--- src/hw/rtl/ufs_pkg.sv ---
package ufs_pkg;

  localparam int NODES  = 1024;
  localparam int NODE_W = $clog2(NODES);
  localparam int SIZE_W = NODE_W + 1;
  localparam int LINK_W = NODE_W + 2;

  localparam int IN_W   = 24;
  localparam int OUT_W  = 48;

  typedef logic [NODE_W-1:0] node_t;
  typedef logic [SIZE_W-1:0] size_t;
  typedef logic [LINK_W-1:0] link_t;

  // Memory access selected by the controller for the current cycle.
  typedef enum logic [2:0] {
    MEM_NONE,
    MEM_CLEAR,
    MEM_RD_CUR,
    MEM_RD_NEXT,
    MEM_WR_ROOT,
    MEM_WR_WIN,
    MEM_WR_LOSE
  } mem_op_t;

  typedef struct packed {
    mem_op_t mem_op;
    logic    clr_inc;
    logic    load_item;
    logic    walk_b;
    logic    step;
    logic    found;
    logic    sel_b;
    logic    load_out;
  } ufs_cmd_t;

  typedef struct packed {
    logic clr_last;
    logic rd_is_root;
    logic cur_is_root;
    logic do_union;
    logic out_free;
  } ufs_stat_t;

endpackage

--- src/hw/rtl/ufs_ctrl.sv ---
module ufs_ctrl
  import ufs_pkg::*;
(
  input  logic      clk,
  input  logic      rst,
  input  logic      in_valid,
  output logic      in_ready,
  input  ufs_stat_t stat,
  output ufs_cmd_t  cmd
);

  typedef enum logic [3:0] {
    ST_CLEAR,
    ST_IDLE,
    ST_UP_RD,
    ST_UP_CHK,
    ST_COMP_CHK,
    ST_COMP_WR,
    ST_MERGE_WIN,
    ST_MERGE_LOSE,
    ST_DONE
  } state_t;

  state_t state;
  state_t state_next;
  logic   sel_b;
  logic   sel_b_next;

  always_comb begin
    state_next = state;
    sel_b_next = sel_b;
    cmd        = '0;
    cmd.mem_op = MEM_NONE;
    cmd.sel_b  = sel_b;
    in_ready   = 1'b0;
    unique case (state)
      ST_CLEAR: begin
        cmd.mem_op  = MEM_CLEAR;
        cmd.clr_inc = 1'b1;
        if (stat.clr_last) begin
          state_next = ST_IDLE;
        end
      end
      ST_IDLE: begin
        in_ready = 1'b1;
        if (in_valid) begin
          cmd.load_item = 1'b1;
          sel_b_next    = 1'b0;
          state_next    = ST_UP_RD;
        end
      end
      ST_UP_RD: begin
        cmd.mem_op = MEM_RD_CUR;
        state_next = ST_UP_CHK;
      end
      ST_UP_CHK: begin
        // The read data belongs to the current node; follow its parent link
        // until a root entry shows up.
        if (stat.rd_is_root) begin
          cmd.found  = 1'b1;
          state_next = ST_COMP_CHK;
        end else begin
          cmd.mem_op = MEM_RD_NEXT;
          cmd.step   = 1'b1;
        end
      end
      ST_COMP_CHK: begin
        if (stat.cur_is_root) begin
          if (!sel_b) begin
            cmd.walk_b = 1'b1;
            sel_b_next = 1'b1;
            state_next = ST_UP_RD;
          end else if (stat.do_union) begin
            state_next = ST_MERGE_WIN;
          end else begin
            state_next = ST_DONE;
          end
        end else begin
          cmd.mem_op = MEM_RD_CUR;
          state_next = ST_COMP_WR;
        end
      end
      ST_COMP_WR: begin
        cmd.mem_op = MEM_WR_ROOT;
        cmd.step   = 1'b1;
        state_next = ST_COMP_CHK;
      end
      ST_MERGE_WIN: begin
        cmd.mem_op = MEM_WR_WIN;
        state_next = ST_MERGE_LOSE;
      end
      ST_MERGE_LOSE: begin
        cmd.mem_op = MEM_WR_LOSE;
        state_next = ST_DONE;
      end
      ST_DONE: begin
        if (stat.out_free) begin
          cmd.load_out = 1'b1;
          state_next   = ST_IDLE;
        end
      end
      default: begin
        state_next = ST_IDLE;
      end
    endcase
  end

  always_ff @(posedge clk) begin
    if (rst) begin
      state <= ST_CLEAR;
      sel_b <= 1'b0;
    end else begin
      state <= state_next;
      sel_b <= sel_b_next;
    end
  end

endmodule

--- config.mk ---
export PLATFORM = sky130hd
export DESIGN_NAME = ufs_ctrl
export DESIGN_NICKNAME = d
export VERILOG_FILES = /design/src/hw/rtl/ufs_pkg.sv /design/src/hw/rtl/ufs_ctrl.sv
export SDC_FILE = /design/constraint.sdc
export NUM_CORES = 1
export LEC_CHECK = 0
export BUFFER_PORTS_ARGS = -buffer_cell sky130_fd_sc_hd__buf_2
export CORE_AREA = 3 3 40 42
export CTS_CLUSTER_SIZE = 30
export DETAILED_ROUTE_END_ITERATION = 10
export DIE_AREA = 0 0 43 45
export PLACE_DENSITY = 0.64
export SKIP_CTS_REPAIR_TIMING = 1
export SYNTH_ARGS = -nofsm -noshare
export SYNTH_HDL_FRONTEND = slang
export SYNTH_SLANG_ARGS = --single-unit
export TNS_END_PERCENT = 30
--- constraint.sdc ---
create_clock -name clk -period 2.2 [get_ports clk]
set_clock_uncertainty 0.05 [all_clocks]
set_input_delay 0.66 -clock clk [delete_from_list [all_inputs] [get_ports clk]]
set_output_delay 0.66 -clock clk [all_outputs]
set_load 0.1 [all_outputs]
==> results.md <==
- The endpoint of the lowest-slack register-to-register path is state[0].
- The beginning of the critical path is stat[2].
- The power density of the placed cells is 421 nW/µm².
- Yosys mapped a number of flops with a built-in enable equal to 0.
- After clock tree synthesis, the clock-pin slew on the worst setup and hold paths is 0.05 ns.
- The proportion of netlist area held by the largest area contributor is 0.201.
- The worst setup path is captured at a primary output.
- The number of max-slew violations in the final report is 0.
- Among all flip-flop cells after synthesis, the most frequent one is dfxtp_1.
- Sorting the synthesized cells by area gives the leading types as dfxtp_1, nor2b_1, a21oi_1, nor4bb_4, buf_6.
- The effective utilization at floorplan is 0.389.
- Hold is met by 0.496 ns.
- After synthesis, the netlist uses 32 different library cells.
- Data arrives at the worst endpoint at 1.46 ns.
- The tree built by TritonCTS fans out to 5 sinks.
- The total inserted antenna cells is 0.
- For this block, the via count after detailed routing is 594.
- Input and output buffers added on the ports amount to 18.
- Entering global routing, the biggest net connects 16 pins.
- The number of non-filler instances in the completed layout is 107.
- Measured along the x axis, the die boundary spans 43 µm.
- The minimum setup slack among reg-to-reg paths is 0.75 ns.
- The DRC violation total after the first TritonRoute iteration is 21.
- 19 I/O pins were placed.
- STA classifies the critical path startpoint as an input pin.
- The via-per-instance ratio is 5.55.
- The post-route setup TNS is 0 ns.
- The worst hold path terminates at sel_b.
- The design draws 0.391 mW.
- The share of async-settable or async-resettable flops after synthesis is 0.
- The slew of the pin with the lowest slew margin is 0.486 ns.
- In this run the remaining antenna-violating nets after routing total 0.
- The layout has 91 filler cells.
- The remaining routing DRC violations is 0.
- The initial antenna violation count is 0.
- The tree is rooted in a clkbuf_4.
- The count of TritonRoute iterations in the first routing pass is 4.
- The overall fraction of global-route tracks in use is 0.168.
- TritonCTS built the clock tree.
- The full die area is 1940 µm².
- The via count of the first global-routing pass is 593.
- Dividing the synthesized area by the synthesized cell count gives 7.68 µm².
- The die height is 45 µm.
- The cell area after synthesis is 499 µm².
- Along the worst path, the maximum fanout reaches 3.
- The type of the most critical hold path is reg -> reg.
- The Yosys step of the flow raised 0 warnings.
- The global-route wire length before repair is 2460 µm.
- The net count reported at finish is 101.
- The worst slew slack as a fraction of its limit is 0.679.
- The area growth from synthesis to layout is 86.0%.
- The final weighted congestion of routability-driven global placement is 0.815.
- Counting along the longest clock path gives a buffer depth of 2.
- The floorplan step defined a core boundary enclosing 1280 µm².
- After technology mapping, the gate count stands at 65.
- At the worst endpoint, the required time is 1.49 ns.
- The worst register-to-register path has a depth of 4.
- At the end of the flow the core is filled with cells to 0.722.
- The clock period could shrink to 2.17 ns.
- The launch point of the worst hold path is sel_b.
- Of the cells placed in the final design, the portion with a size suffix greater than 1 is 0.554.
- The TritonCTS buffer count is 3.
- When the netlist entered floorplanning its net count stood at 73.
- The insertion delay to the later sink of the worst-skew pair is 0.25 ns.
- For this run, the top clock speed supported by timing is 461 MHz.
- The max-capacitance violation count is 0.
- The cell depth of the worst min-delay path is 2.
- The critical path class is in -> out.
- In the final layout, flip-flops and latches occupy 108 µm².
- The number of hold violations in the final report is 0.
- Counting instances in the post-synthesis netlist gives the leading cell types as a21oi_1, dfxtp_1, nor2b_1.
- The biggest area consumer among synthesized cells is dfxtp_1.
- The final worst-path cycle share is 0.986.
- The detailed placer's ending HPWL is 1120 µm.
- Summing all multi-input logic gate instances after layout gives 429 µm².
- Setup violations remaining at the end of the flow were counted as 0.
- The post-detailed-route wirelength per cell is 14.5 µm.
- The number of standard-cell rows in the floorplan is 13.
- After synthesis the netlist holds a flip-flop and latch count of 5.
- Once placement completed, the tool counted placed cells totaling 103.
- The worst register-to-register path begins at state[1].
- The worst voltage drop across the vdd grid is 0.000258 V.
- CTS built an H-tree with a depth of 1.
- Of the synthesized area, sequential elements account for 0.201.
- Global routing finished with a remaining overflow of 0.
- The flow ran to the end, and the final reports show no timing, DRC or antenna violations.
- For this design the static power due to leakage is 0.360 nW.
- Wires add up to 1550 µm.
## how the worst max path moves through the flow
| stage | to | slack (ns) | cells after the start |
|---|---|---|---|
| 2_1_floorplan | cmd[7] | -0.22 | 3 |
| 3_3_place_gp | cmd[7] | 0.08 | 5 |
| 3_5_place_dp | cmd[8] | 0.06 | 5 |
| 4_1_cts | cmd[8] | -0.12 | 4 |
| 5_1_grt | cmd[4] | -0.04 | 5 |
| 6_report | cmd[4] | 0.03 | 5 |
## through the flow
step | area, µm² | setup WS (ns)
finish | 928 | 0.0303
global route | 928 | -0.0407
detailed placement | 892 | 0.0567
CTS | 918 | -0.119
floorplan | 587 | -0.224
global placement | 892 | 0.0755
## worst max-delay path: stages
cell and delay [ns]:
buf_2 0.10, nor2b_1 0.20, nand3_1 0.18, nor2_4 0.14, buf_12 0.18
## sequential cells by signal, summed over array words and instances (netlist names)
name   cells
state      4
sel_b      1
## routing by layer
layer	vias up	global-route usage	share of wire	wire [µm]
li1	295	-	-	-
met1	271	0.211	0.40	615
met2	21	0.272	0.51	793
met3	7	0.0478	0.063	97
met4	0	0.0663	0.028	43
met5	-	0	0	0
## final cells by class
cell class                 instances  area share
tap                               15      0.0202
inverter                           1     0.00404
sequential                         5       0.116
clock buffer                       4      0.0283
multi-input combinational         52       0.462
timing repair buffer              30       0.369
## kinds of logic (layout without fill, tap and decap cells)
family	Yosys count	count (layout)	synth area share
muxes	2	2	0.0401
buffers and inverters	8	35	0.113
AOI/OAI and AO/OA	14	14	0.178
DFF	5	5	0.201
and+or+nand+nor	36	36	0.469
## layout by cell type (no fill, tap or decap), drive strengths merged, types with 3 or more instances in the layout
cell	instances
nor2	6
and3	3
a21oi	5
nor3	5
dfxtp	5
nand2	4
buf	30
clkbuf	4
nor2b	5
## where the power goes
part           switching (mW)  internal (mW)  total [mW]
clock                  0.0462         0.0691       0.115
sequential            0.00728         0.0935       0.101
combinational           0.105         0.0697       0.175
total                   0.159          0.232       0.391
Note: power is estimated with default switching activity, not from simulation.
